**config.mk**
```make
export PLATFORM = sky130hd
export DESIGN_NAME = clock_sweep_buffer_manager_top
export DESIGN_NICKNAME = d
export VERILOG_FILES = /design/src/rtl/core/csbm_pkg.sv /design/src/rtl/core/csbm_cell.sv /design/src/rtl/core/clock_sweep_buffer_manager_top.sv
export SDC_FILE = /design/constraint.sdc
export NUM_CORES = 2
export LEC_CHECK = 0
export ABC_AREA = 1
export BUFFER_PORTS_ARGS = -buffer_cell sky130_fd_sc_hd__buf_2
export CORE_ASPECT_RATIO = 0.7
export CORE_MARGIN = 2
export CORE_UTILIZATION = 30
export CTS_BUF_LIST = sky130_fd_sc_hd__clkbuf_4 sky130_fd_sc_hd__clkbuf_8
export CTS_CLUSTER_SIZE = 8
export DETAILED_ROUTE_END_ITERATION = 6
export MAX_ROUTING_LAYER = met4
export PLACE_DENSITY = 0.46
export SETUP_SLACK_MARGIN = 0.4
export SYNTH_ARGS = -nofsm -noshare
export SYNTH_HDL_FRONTEND = slang
export SYNTH_SLANG_ARGS = --single-unit
```
**constraint.sdc**
```tcl
create_clock -name aclk -period 5.4 [get_ports aclk]
set_input_delay 1.08 -clock aclk [delete_from_list [all_inputs] [get_ports aclk]]
set_output_delay 1.08 -clock aclk [all_outputs]
set_load 0.02 [all_outputs]
```
**src/rtl/core/csbm_pkg.sv**
```systemverilog
// shared types and constants of the clock sweep buffer manager
package csbm_pkg;

    // fixed widths of the slot index and slot count buses between cells and of the config register
    localparam int IDX_W = 8;
    localparam int CNT_W = 9;
    localparam int CFG_W = 5;

    // result status codes
    localparam logic [1:0] STAT_OK         = 2'd0;
    localparam logic [1:0] STAT_MISS       = 2'd1;
    localparam logic [1:0] STAT_ALL_PINNED = 2'd2;

    // input command codes
    localparam logic CMD_REQUEST = 1'b0;
    localparam logic CMD_RELEASE = 1'b1;

    // configuration register index
    localparam logic [2:0] ADDR_SLOTS_IN_USE = 3'd0;

    typedef enum logic [1:0] {
        ST_IDLE,
        ST_LOOK,
        ST_SWEEP
    } state_t;

    typedef enum logic [2:0] {
        CELL_NONE,
        CELL_HIT,
        CELL_TAKE,
        CELL_DEC,
        CELL_UNPIN
    } cell_op_t;

    // command broadcast to every cell
    typedef struct packed {
        cell_op_t          op;
        logic [IDX_W-1:0]  target;
        logic [CNT_W-1:0]  n;
        logic [7:0]        key;
        logic [31:0]       page;
    } cell_ctrl_t;

    // what one cell shows to the sweep logic
    typedef struct packed {
        logic        valid;
        logic        pinned;
        logic        usage_zero;
        logic [7:0]  table_key;
        logic [31:0] page;
    } cell_stat_t;

endpackage

```
**src/rtl/core/csbm_cell.sv**
```systemverilog
// one buffer slot: directory entry, pin, usage count and the lookup chain links
module csbm_cell #(
    parameter int IDX       = 0,
    parameter int UW        = 4,
    parameter int USAGE_MAX = 15
) (
    input  logic                     aclk,
    input  logic                     aresetn,
    input  csbm_pkg::cell_ctrl_t     ctrl,
    input  logic                     hit_in,
    input  logic [csbm_pkg::IDX_W-1:0] idx_in,
    input  logic                     free_in,
    output logic                     hit_out,
    output logic [csbm_pkg::IDX_W-1:0] idx_out,
    output logic                     free_out,
    output csbm_pkg::cell_stat_t     stat
);
    import csbm_pkg::*;

    logic          valid_reg;
    logic          pinned_reg;
    logic [UW-1:0] usage_reg;
    logic [7:0]    table_reg;
    logic [31:0]   page_reg;
    logic          in_use;
    logic          match;
    logic          sel;

    // lookup and free-slot chain
    assign in_use   = ctrl.n > CNT_W'(IDX);
    assign match    = valid_reg && in_use && (table_reg == ctrl.key) && (page_reg == ctrl.page);
    assign hit_out  = hit_in || match;
    assign idx_out  = (!hit_in && match) ? IDX_W'(IDX) : idx_in;
    assign free_out = free_in || (in_use && !pinned_reg);
    assign sel      = ctrl.target == IDX_W'(IDX);

    assign stat.valid      = valid_reg;
    assign stat.pinned     = pinned_reg;
    assign stat.usage_zero = usage_reg == '0;
    assign stat.table_key  = table_reg;
    assign stat.page       = page_reg;

    // control state of the slot
    always_ff @(posedge aclk) begin
        if (!aresetn) begin
            valid_reg  <= 1'b0;
            pinned_reg <= 1'b0;
            usage_reg  <= '0;
        end else if (sel) begin
            case (ctrl.op)
                CELL_HIT: begin
                    pinned_reg <= 1'b1;
                    if (usage_reg < UW'(USAGE_MAX)) usage_reg <= usage_reg + 1'b1;
                end
                CELL_TAKE: begin
                    valid_reg  <= 1'b1;
                    pinned_reg <= 1'b1;
                    usage_reg  <= UW'(1);
                end
                CELL_DEC: begin
                    if (usage_reg != '0) usage_reg <= usage_reg - 1'b1;
                end
                CELL_UNPIN: begin
                    pinned_reg <= 1'b0;
                end
                default: begin
                end
            endcase
        end
    end

    // directory entry
    always_ff @(posedge aclk) begin
        if (sel && ctrl.op == CELL_TAKE) begin
            table_reg <= ctrl.key;
            page_reg  <= ctrl.page;
        end
    end

endmodule

```
**src/rtl/core/clock_sweep_buffer_manager_top.sv**
```systemverilog
// Clock sweep buffer manager: row of slot cells plus sweep controller.
// Hit, release and all-pinned results are decided in the look state and registered once the
// output is free; a miss sweeps the hand, decrementing usage, to an unpinned slot of usage 0.
// One item at a time: the next item is accepted once the controller is idle again.
// Reset (aresetn low, synchronous) clears valid, pin, usage, hand and output valid;
// slots_in_use resets to 16.
module clock_sweep_buffer_manager_top #(
    parameter int SLOTS     = 16,
    parameter int USAGE_MAX = 15
) (
    input  logic        aclk,
    input  logic        aresetn,
    // input: tuser = command
    input  logic        s_tvalid,
    output logic        s_tready,
    // tdata: table_key[7:0], page_no[39:8], release_slot[43:40], zero [47:44]
    input  logic [47:0] s_tdata,
    input  logic [0:0]  s_tuser,
    // result: tuser = status[1:0]
    output logic        m_tvalid,
    input  logic        m_tready,
    // tdata: slot[3:0], evicted_valid[4], evicted_table[12:5], evicted_page[44:13], zero [47:45]
    output logic [47:0] m_tdata,
    output logic [1:0]  m_tuser,
    // configuration
    input  logic        psel,
    input  logic        penable,
    input  logic        pwrite,
    input  logic [2:0]  paddr,
    input  logic [31:0] pwdata,
    output logic [31:0] prdata,
    output logic        pready
);
    import csbm_pkg::*;

    localparam int HW = $clog2(SLOTS);
    localparam int UW = $clog2(USAGE_MAX + 1);

    state_t            state_reg, state_next;
    logic [CFG_W-1:0]  cfg_reg;
    logic [HW-1:0]     hand_reg, hand_next;
    logic              cmd_reg;
    logic [7:0]        key_reg;
    logic [31:0]       page_reg;
    logic [3:0]        rel_reg;
    logic              m_valid_reg;
    logic [47:0]       m_data_reg, m_data_next;
    logic [1:0]        m_user_reg, m_user_next;
    logic              emit;
    logic              out_free;
    logic [CNT_W-1:0]  n;
    logic [CNT_W-1:0]  hand_inc;
    cell_ctrl_t        ctrl;
    cell_stat_t        cur;

    logic              hit_c  [SLOTS+1];
    logic [IDX_W-1:0]  idx_c  [SLOTS+1];
    logic              free_c [SLOTS+1];
    cell_stat_t        stat_a [SLOTS];

    // configuration port
    assign pready = 1'b1;
    assign prdata = (paddr == ADDR_SLOTS_IN_USE) ? 32'(cfg_reg) : 32'd0;

    always_ff @(posedge aclk) begin
        if (!aresetn) begin
            cfg_reg <= CFG_W'(16);
        end else if (psel && penable && pwrite && paddr == ADDR_SLOTS_IN_USE) begin
            cfg_reg <= pwdata[CFG_W-1:0];
        end
    end

    // effective slot count, clamped to 1..SLOTS
    always_comb begin
        if (cfg_reg == '0) n = CNT_W'(1);
        else if (int'(cfg_reg) > SLOTS) n = CNT_W'(SLOTS);
        else n = CNT_W'(cfg_reg);
    end

    // row of slot cells
    assign hit_c[0]  = 1'b0;
    assign idx_c[0]  = '0;
    assign free_c[0] = 1'b0;

    for (genvar i = 0; i < SLOTS; i++) begin : g_cell
        csbm_cell #(.IDX(i), .UW(UW), .USAGE_MAX(USAGE_MAX)) u_cell (
            .aclk     (aclk),
            .aresetn  (aresetn),
            .ctrl     (ctrl),
            .hit_in   (hit_c[i]),
            .idx_in   (idx_c[i]),
            .free_in  (free_c[i]),
            .hit_out  (hit_c[i+1]),
            .idx_out  (idx_c[i+1]),
            .free_out (free_c[i+1]),
            .stat     (stat_a[i])
        );
    end

    assign cur      = stat_a[hand_reg];
    assign out_free = !m_valid_reg || m_tready;
    assign hand_inc = CNT_W'(hand_reg) + 1'b1;
    assign s_tready = state_reg == ST_IDLE;

    // state, hand and captured item
    always_ff @(posedge aclk) begin
        if (!aresetn) begin
            state_reg <= ST_IDLE;
            hand_reg  <= '0;
        end else begin
            state_reg <= state_next;
            hand_reg  <= hand_next;
        end
    end

    always_ff @(posedge aclk) begin
        if (s_tvalid && s_tready) begin
            cmd_reg  <= s_tuser[0];
            key_reg  <= s_tdata[7:0];
            page_reg <= s_tdata[39:8];
            rel_reg  <= s_tdata[43:40];
        end
    end

    // next state, cell commands and result
    always_comb begin
        state_next  = state_reg;
        hand_next   = hand_reg;
        emit        = 1'b0;
        m_data_next = '0;
        m_user_next = STAT_OK;
        ctrl.op     = CELL_NONE;
        ctrl.target = IDX_W'(hand_reg);
        ctrl.n      = n;
        ctrl.key    = key_reg;
        ctrl.page   = page_reg;
        case (state_reg)
            ST_IDLE: begin
                if (s_tvalid) state_next = ST_LOOK;
            end
            ST_LOOK: begin
                if (cmd_reg == CMD_RELEASE) begin
                    if (out_free) begin
                        ctrl.op          = CELL_UNPIN;
                        ctrl.target      = IDX_W'(rel_reg);
                        m_data_next[3:0] = rel_reg;
                        emit             = 1'b1;
                        state_next       = ST_IDLE;
                    end
                end else if (hit_c[SLOTS]) begin
                    if (out_free) begin
                        ctrl.op          = CELL_HIT;
                        ctrl.target      = idx_c[SLOTS];
                        m_data_next[3:0] = idx_c[SLOTS][3:0];
                        emit             = 1'b1;
                        state_next       = ST_IDLE;
                    end
                end else if (!free_c[SLOTS]) begin
                    if (out_free) begin
                        m_user_next = STAT_ALL_PINNED;
                        emit        = 1'b1;
                        state_next  = ST_IDLE;
                    end
                end else begin
                    if (CNT_W'(hand_reg) >= n) hand_next = '0;
                    state_next = ST_SWEEP;
                end
            end
            ST_SWEEP: begin
                if (!cur.pinned && cur.usage_zero) begin
                    if (out_free) begin
                        ctrl.op          = CELL_TAKE;
                        m_user_next      = STAT_MISS;
                        m_data_next[3:0] = 4'(hand_reg);
                        m_data_next[4]   = cur.valid;
                        if (cur.valid) begin
                            m_data_next[12:5]  = cur.table_key;
                            m_data_next[44:13] = cur.page;
                        end
                        hand_next  = (hand_inc == n) ? '0 : hand_inc[HW-1:0];
                        emit       = 1'b1;
                        state_next = ST_IDLE;
                    end
                end else begin
                    ctrl.op   = CELL_DEC;
                    hand_next = (hand_inc == n) ? '0 : hand_inc[HW-1:0];
                end
            end
            default: begin
                state_next = ST_IDLE;
            end
        endcase
    end

    // output register
    always_ff @(posedge aclk) begin
        if (!aresetn) begin
            m_valid_reg <= 1'b0;
        end else if (emit) begin
            m_valid_reg <= 1'b1;
        end else if (m_tready) begin
            m_valid_reg <= 1'b0;
        end
    end

    always_ff @(posedge aclk) begin
        if (emit) begin
            m_data_reg <= m_data_next;
            m_user_reg <= m_user_next;
        end
    end

    assign m_tvalid = m_valid_reg;
    assign m_tdata  = m_data_reg;
    assign m_tuser  = m_user_reg;

endmodule

```
After elaboration in Yosys (flattened, before gate mapping)

Cells that the tools add are included.

Add/sub/neg operators: 33
Magnitude comparators: 35
Equal/unequal tests: 93
Mux-type cells: 115
Bitwise logic cells: 1
Reductions and logical operators: 257

Operators by type and width:

| cell                                                           | count |
|---|---|
| == test 32 bit                                                 | 16 |
| two-way mux 4 bit                                              | 53 |
| case mux 4 bit (3 select lines)                                | 16 |
| binary-select mux 43 bit (select 4 bit)                        | 1 |
| == test 8 bit                                                  | 16 |
| logical AND 1 bit                                              | 100 |
| two-way mux 43 bit                                             | 2 |
| AND reduction 4 bit                                            | 17 |
| != test 2 x 1 -> 1 bit (second input constant)                 | 33 |
| AND reduction 2 bit                                            | 33 |
| adder 4 x 1 -> 4 bit (second input constant)                   | 16 |
| == test 8 x 4 -> 1 bit (second input constant)                 | 8 |
| logical NOT 4 bit                                              | 16 |
| less-than comparator 4 bit (second input constant)             | 16 |
| nonzero test 4 bit                                             | 16 |
| subtractor 4 x 1 -> 4 bit (second input constant)              | 16 |
| greater-than comparator 5 x 4 -> 1 bit (second input constant) | 8 |
| logical NOT 1 bit                                              | 33 |
| == test 8 x 3 -> 1 bit (second input constant)                 | 4 |
| logical OR 1 bit                                               | 31 |
| two-way mux 2 bit                                              | 14 |
| two-way mux 11 bit                                             | 2 |
| greater-than comparator 5 x 3 -> 1 bit (second input constant) | 4 |
| two-way mux 9 bit                                              | 2 |
| other kinds (35)                                               | 61 |

Register bits after elaboration: 840
Output and inout bits: 85
Logic and storage cells: 626

Logic depth before layout (Yosys ltp)

Word-level depth: 32
Gate-level depth with buffers: 33
Depth with buffers taken out: 30

Modules after synthesis

Synthesis repeated with hierarchy kept, for this count alone.

Cell total of the unflattened synthesis: 6735
Area total of the unflattened synthesis: 51159.1 µm²

Modules (own cells, without submodules):

| module                         | times used | cells each | area an instance (µm²) | seq. area each (µm²) |
|---|---|---|---|---|
| clock_sweep_buffer_manager_top | 1          | 1525       | 10093.4                | 3002.9 |
| csbm_cell at g_cell[11].u_cell | 1          | 327        | 2640.0                 | 1321.3 |
| csbm_cell at g_cell[14].u_cell | 1          | 329        | 2612.5                 | 1321.3 |
| csbm_cell at g_cell[13].u_cell | 1          | 329        | 2603.7                 | 1321.3 |
| csbm_cell at g_cell[9].u_cell  | 1          | 336        | 2591.2                 | 1321.3 |
| csbm_cell at g_cell[2].u_cell  | 1          | 337        | 2583.7                 | 1321.3 |
| csbm_cell at g_cell[4].u_cell  | 1          | 330        | 2583.7                 | 1321.3 |
| csbm_cell at g_cell[1].u_cell  | 1          | 328        | 2581.2                 | 1321.3 |
| csbm_cell at g_cell[6].u_cell  | 1          | 331        | 2575.0                 | 1321.3 |
| csbm_cell at g_cell[5].u_cell  | 1          | 327        | 2552.4                 | 1321.3 |
| csbm_cell at g_cell[12].u_cell | 1          | 317        | 2548.7                 | 1321.3 |
| csbm_cell at g_cell[0].u_cell  | 1          | 330        | 2543.7                 | 1321.3 |
| csbm_cell at g_cell[15].u_cell | 1          | 324        | 2541.2                 | 1321.3 |
| csbm_cell at g_cell[10].u_cell | 1          | 320        | 2537.4                 | 1321.3 |
| +3 rows                        | --         | --         | --                     | -- |

Worst setup path after synthesis

No wires, ideal clock.

Path kind: register to register
Start point: register page_reg[29]
End point: register g_cell[9].u_cell.page_reg[0] (enable)
Library setup time: 0.439 ns
Arrival: 4.709 ns
Data required time: 4.961 ns
Slack: 0.252 ns
Cell stages (with the launch flop): 21
Path buffers: 2
Clock period less this slack: 5.148 ns
Cells stage by stage: edfxtp_1 inv_1 buf_2 buf_2 o22ai_1 or4_1 nor3_1 nand3_1 nor2_2 inv_2 nand4_1 nor2_2 nor2_2 nand2_1 nand3_1 nand2_1 nand2_4 nand2_4 nor2_4 inv_1 nor2_1

Longest elaborated chain between the ends: 25

RTL lines:

| item                                                    | RTL line                              | source |
|---|---|---|
| start, declared                                         | clock_sweep_buffer_manager_top.sv:44  | `logic [31:0] page_reg;` |
| start signal, assigned                                  | clock_sweep_buffer_manager_top.sv:120 | `page_reg <= s_tdata[39:8];` |
| == test 32 bit                                          | csbm_cell.sv:31                       | `assign match = valid_reg && in_use && (table_reg == ctrl.key) && (page_reg == ctrl.page);` |
| logical AND 1 bit                                       | csbm_cell.sv:31                       |  |
| logical NOT 1 bit or logical OR 1 bit (tied branches)   | csbm_cell.sv:33, csbm_cell.sv:32      |  |
| logical AND 1 bit (tied with other cells)               | csbm_cell.sv:33                       | `assign idx_out = (!hit_in && match) ? IDX_W'(IDX) : idx_in;` |
| two-way mux 1 bit (tied with other cells)               | csbm_cell.sv:33                       |  |
| two-way mux 2 bit (tied with other cells) (2 in series) | csbm_cell.sv:33                       |  |
| two-way mux 3 bit (tied with other cells) (4 in series) | csbm_cell.sv:33                       |  |
| two-way mux 4 bit (tied with other cells) (6 in series) | csbm_cell.sv:33                       |  |
| two-way mux 4 bit or logical AND 1 bit (tied branches)  | csbm_cell.sv:33                       |  |
| two-way mux 4 bit                                       | csbm_cell.sv:33                       |  |
| two-way mux 9 bit                                       | clock_sweep_buffer_manager_top.sv:151 | `if (out_free) begin` |
| two-way mux 9 bit *                                     | clock_sweep_buffer_manager_top.sv:150 | `end else if (hit_c[SLOTS]) begin` |
| two-way mux 11 bit *                                    | clock_sweep_buffer_manager_top.sv:142 | `if (cmd_reg == CMD_RELEASE) begin` |
| two-way mux 8 bit                                       | clock_sweep_buffer_manager_top.sv:137 | `case (state_reg)` |
| == test 8 x 4 -> 1 bit                                  | csbm_cell.sv:35                       | `assign sel = ctrl.target == IDX_W'(IDX);` |
| logical AND 1 bit *                                     | csbm_cell.sv:74                       | `if (sel && ctrl.op == CELL_TAKE) begin` |
| end signal, assigned                                    | csbm_cell.sv:76                       | `page_reg <= ctrl.page;` |
| end, declared                                           | csbm_cell.sv:24                       | `logic [31:0] page_reg;` |

Mark *: on every way between the ends. The rest lies on a longest branch, timed or not.
A chain may end at the register's enable or synchronous reset.

Worst setup path after layout

Start point: register page_reg[18]
End point: register g_cell[6].u_cell.page_reg[2] (enable)

Longest elaborated chain between the ends: 25

RTL lines:

| item                                                    | RTL line |
|---|---|
| == test 32 bit                                          | csbm_cell.sv:31 |
| logical AND 1 bit                                       | csbm_cell.sv:31 |
| logical NOT 1 bit or logical OR 1 bit (tied branches)   | csbm_cell.sv:33, csbm_cell.sv:32 |
| logical AND 1 bit (tied with other cells)               | csbm_cell.sv:33 |
| two-way mux 1 bit (tied with other cells)               | csbm_cell.sv:33 |
| two-way mux 2 bit (tied with other cells) (2 in series) | csbm_cell.sv:33 |
| two-way mux 3 bit (tied with other cells) (4 in series) | csbm_cell.sv:33 |
| two-way mux 4 bit (tied with other cells) (6 in series) | csbm_cell.sv:33 |
| two-way mux 4 bit or logical AND 1 bit (tied branches)  | csbm_cell.sv:33 |
| two-way mux 4 bit                                       | csbm_cell.sv:33 |
| two-way mux 9 bit                                       | clock_sweep_buffer_manager_top.sv:151 |
| two-way mux 9 bit *                                     | clock_sweep_buffer_manager_top.sv:150 |
| two-way mux 11 bit *                                    | clock_sweep_buffer_manager_top.sv:142 |
| two-way mux 8 bit                                       | clock_sweep_buffer_manager_top.sv:137 |
| == test 8 x 3 -> 1 bit                                  | csbm_cell.sv:35 |
| logical AND 1 bit *                                     | csbm_cell.sv:74 |
| end signal, assigned                                    | csbm_cell.sv:76 |
| end, declared                                           | csbm_cell.sv:24 |

Marks and branches as above.

==> flow_summary.toml <==
[timing]
slew_violations = 0
setup_slack_ns = 0.460
fmax_mhz = 202
fin_crit_ns = 4.94
fin_tns_setup_ns = 0
setup_violations = 0
skew_ns = 0.0548
worst-slew-pin-transition_ns = 1.40
finalHoldViolCount = 0
fin_crit_sh_pct = 91.5
rsz0062_at_grt = "no"
hold_ws_ns = 0.353
slew_headroom_pct = 5.14

[layout]
layout_common_cells = "897 x nand2_1, 732 x edfxtp_1, 527 x inv_1"
multiInputGateArea_um2 = 16800
final_cell_area_um2 = 52200
nNetsFinal = 5215
layout.filler_cells = 15100
fin_util_pct = 35.7
register_area_um2 = 24200
final_common_cell = "nand2_1"
area_growth_syn_to_layout_pct = 17.8
largest_reg_flops = 512
layout-drive-gt1-share_pct = 16.2

[synth]
ys_seq_area_share_pct = 54.5
netlist_instances = 4768
ys_seq_elements = 840
synthArstFlopShare_pct = 0
synth_edf_count = 732
ys_warn_count = 0
avgSynthCellArea_um2 = 9.29
synth.distinct_cells = 66
netlist_area_um2 = 44300
synth_ff_type = "edfxtp_1"

[drt]
drt-initial-drc-count = 6568
antenna_left = 0
vias = 40400
drc_errors = 0
wl_per_cell_um = 30.6
drt_first_pass_iters = 6
wl_um = 220000
viasPerCell = 5.64

[clock_tree]
cts_root_buf = "clkbuf_8"
numCtsBuffers = 148
clk_pin_slew_ns = 0.06
htree_levels = 4
clock_latency_ns = 0.91
tritoncts = "done"
clockBufferDepth = 3
cts_num_sinks = 840

[setup_path]
critPathArrivalTime_ns = 5.52
worstSetupStartpoint = "page_reg[18]$_DFFE_PP_"
crit_required_ns = 5.98
crit_type = "flop to flop"
cp_max_fo = 22
rr_endpoint = "g_cell[6].u_cell.page_reg[2]$_DFFE_PP_"
crit_end = "g_cell[6].u_cell.page_reg[2]$_DFFE_PP_"
worstSetupEndpointType = "flop"
r2r_cells = 23
r2r-start = "page_reg[18]$_DFFE_PP_"
crit_path_start_kind = "flop"
rrSetupSlack_ns = 0.46

[place]
dp_slack_ns = 0.323
portBuffers = 113
gp_congestion = 0.998
dpl_cell_area_um2 = 48800
hpwl_um = 160000

[die]
die_y_um = 326
row_count = 117
die_w_um = 463
die-area_um2 = 151000
ios = 176
core-area_um2 = 146000
initial_core_util_pct = 30.3

[global_routing]
grt_pass1_vias = 36900
grt_max_degree = 132
overflow = 0
grt_util_all_layers_pct = 29.0
grt_pass1_wl_um = 298000
antenna_found_initial = 13

[power]
leakage_nw = 19.9
vdd_drop_max_uv = 281
power_density_nw_per_um2 = 324

[outcome]
status = "completed"

[worst_hold_path]
holdCritPathClass = "input port to flop"

[flow_run]
maxCapViolCount = 0
==> metrics by stage <==
step                      total power [W]  instances
after global routing               0.0173       7172
after floorplan                   0.00894       4797
after global placement             0.0106       6864
after detailed placement           0.0106       6864
final                              0.0169       7172
after CTS                          0.0167       7131
==> synthesized netlist by cell type (40+ instances only) <==
cell      instances  area, µm²
nand2_1         899       3370
edfxtp_1        732      22000
inv_1           551       2070
o21ai_0         353       1770
nor2_1          301       1130
a21oi_1         299       1500
o22ai_1         185       1160
nand3_1         160        801
clkbuf_1        123        462
dfxtp_1         108       2160
xor2_1          103        902
buf_2            94        470
a221oi_1         85        744
nand4_1          80        500
nor4_1           70        438
xnor2_1          69        604
o211ai_1         55        413
buf_4            46        345
o221ai_1         45        394
inv_2            43        161
ha_1             40        500
==> worst max-delay path: stages (launching register included) <==
cell and delay, ns:
edfxtp_1 0.50, buf_4 0.22, inv_2 0.15, buf_4 0.30, nor2_1 0.11, a211oi_1 0.44
nand3_1 0.18, nor3_1 0.22, nand4_1 0.33, nand4_2 0.27, nor2_2 0.07, nand4_1 0.09
nor2_2 0.05, nor2_2 0.21, nand2_2 0.08, nand3_2 0.10, a21oi_4 0.08, buf_4 0.17
nor2_4 0.24, nand2_1 0.11, inv_1 0.14, nand2_1 0.12, inv_4 0.17, buf_12 0.20
==> report_power, final <==
group / internal, W / switching, W / total (W)
sequential: 0.00717 / 0.0000656 / 0.00724
clock: 0.00323 / 0.00298 / 0.00621
combinational: 0.000839 / 0.00260 / 0.00344
total: 0.0112 / 0.00565 / 0.0169
==> cells by family (layout without fill, tap and decap cells) <==
| kind of cell | count (synthesis) | after routing | share of synthesized area [%] |
|---|---|---|---|
| AOI/OAI and AO/OA | 1171 | 1171 | 16.1 |
| xor gates and xnor gates | 172 | 172 | 3.40 |
| adders and majority gates | 40 | 40 | 1.13 |
| buffers and inverters | 884 | 1288 | 8.20 |
| DFF | 840 | 840 | 54.5 |
| other | 2 | 39 | 0.0169 |
| and+or+nand+nor | 1659 | 1659 | 16.7 |
==> worst min-delay path by stage <==
stage,from,endpoint,slack (ns),cells past startpoint
floorplan,g_cell[14].u_cell.pinned_reg$_SDFFE_PN0P_,g_cell[14].u_cell.pinned_reg$_SDFFE_PN0P_,0.43,2
global placement,g_cell[0].u_cell.valid_reg$_SDFFE_PN0P_,g_cell[0].u_cell.valid_reg$_SDFFE_PN0P_,0.45,1
detailed placement,g_cell[0].u_cell.valid_reg$_SDFFE_PN0P_,g_cell[0].u_cell.valid_reg$_SDFFE_PN0P_,0.45,1
CTS,s_tdata[1],key_reg[1]$_DFFE_PP_,0.28,1
global route,s_tdata[10],page_reg[2]$_DFFE_PP_,0.33,1
finish,s_tdata[1],key_reg[1]$_DFFE_PP_,0.35,1
==> layer usage <==
layer / vias to the layer above / global-route usage [%] / wire (µm)
met5: - / - / 0
met4: 0 / 10.0 / 7390
li1: 17400 / - / -
met3: 389 / 8.85 / 29600
met1: 19900 / 41.2 / 94700
met2: 2749 / 38.5 / 87800
==> what timing repair did <==
| item | 4_1_cts | 5_1_grt |
|---|---|---|
| setup endpoints to repair | 40 | 669 |
| pin swaps | 0 | 3 |
| hold endpoints to repair | 0 | 0 |
| gates resized for setup | 2 | 40 |
| hold buffers | 0 | 0 |
| setup buffers | 0 | 33 |
==> cell type report <==
cell class / count / share of cell area [%]
Antenna cell: 8 / 0.0384
Clock buffer: 206 / 4.87
Clock inverter: 61 / 0.760
Inverter: 601 / 4.42
Multi-Input combinational cell: 3073 / 32.2
Sequential cell: 840 / 46.3
Tap cell: 1963 / 4.71
Timing Repair Buffer: 420 / 6.77
Power figures use the tool's default switching activity.
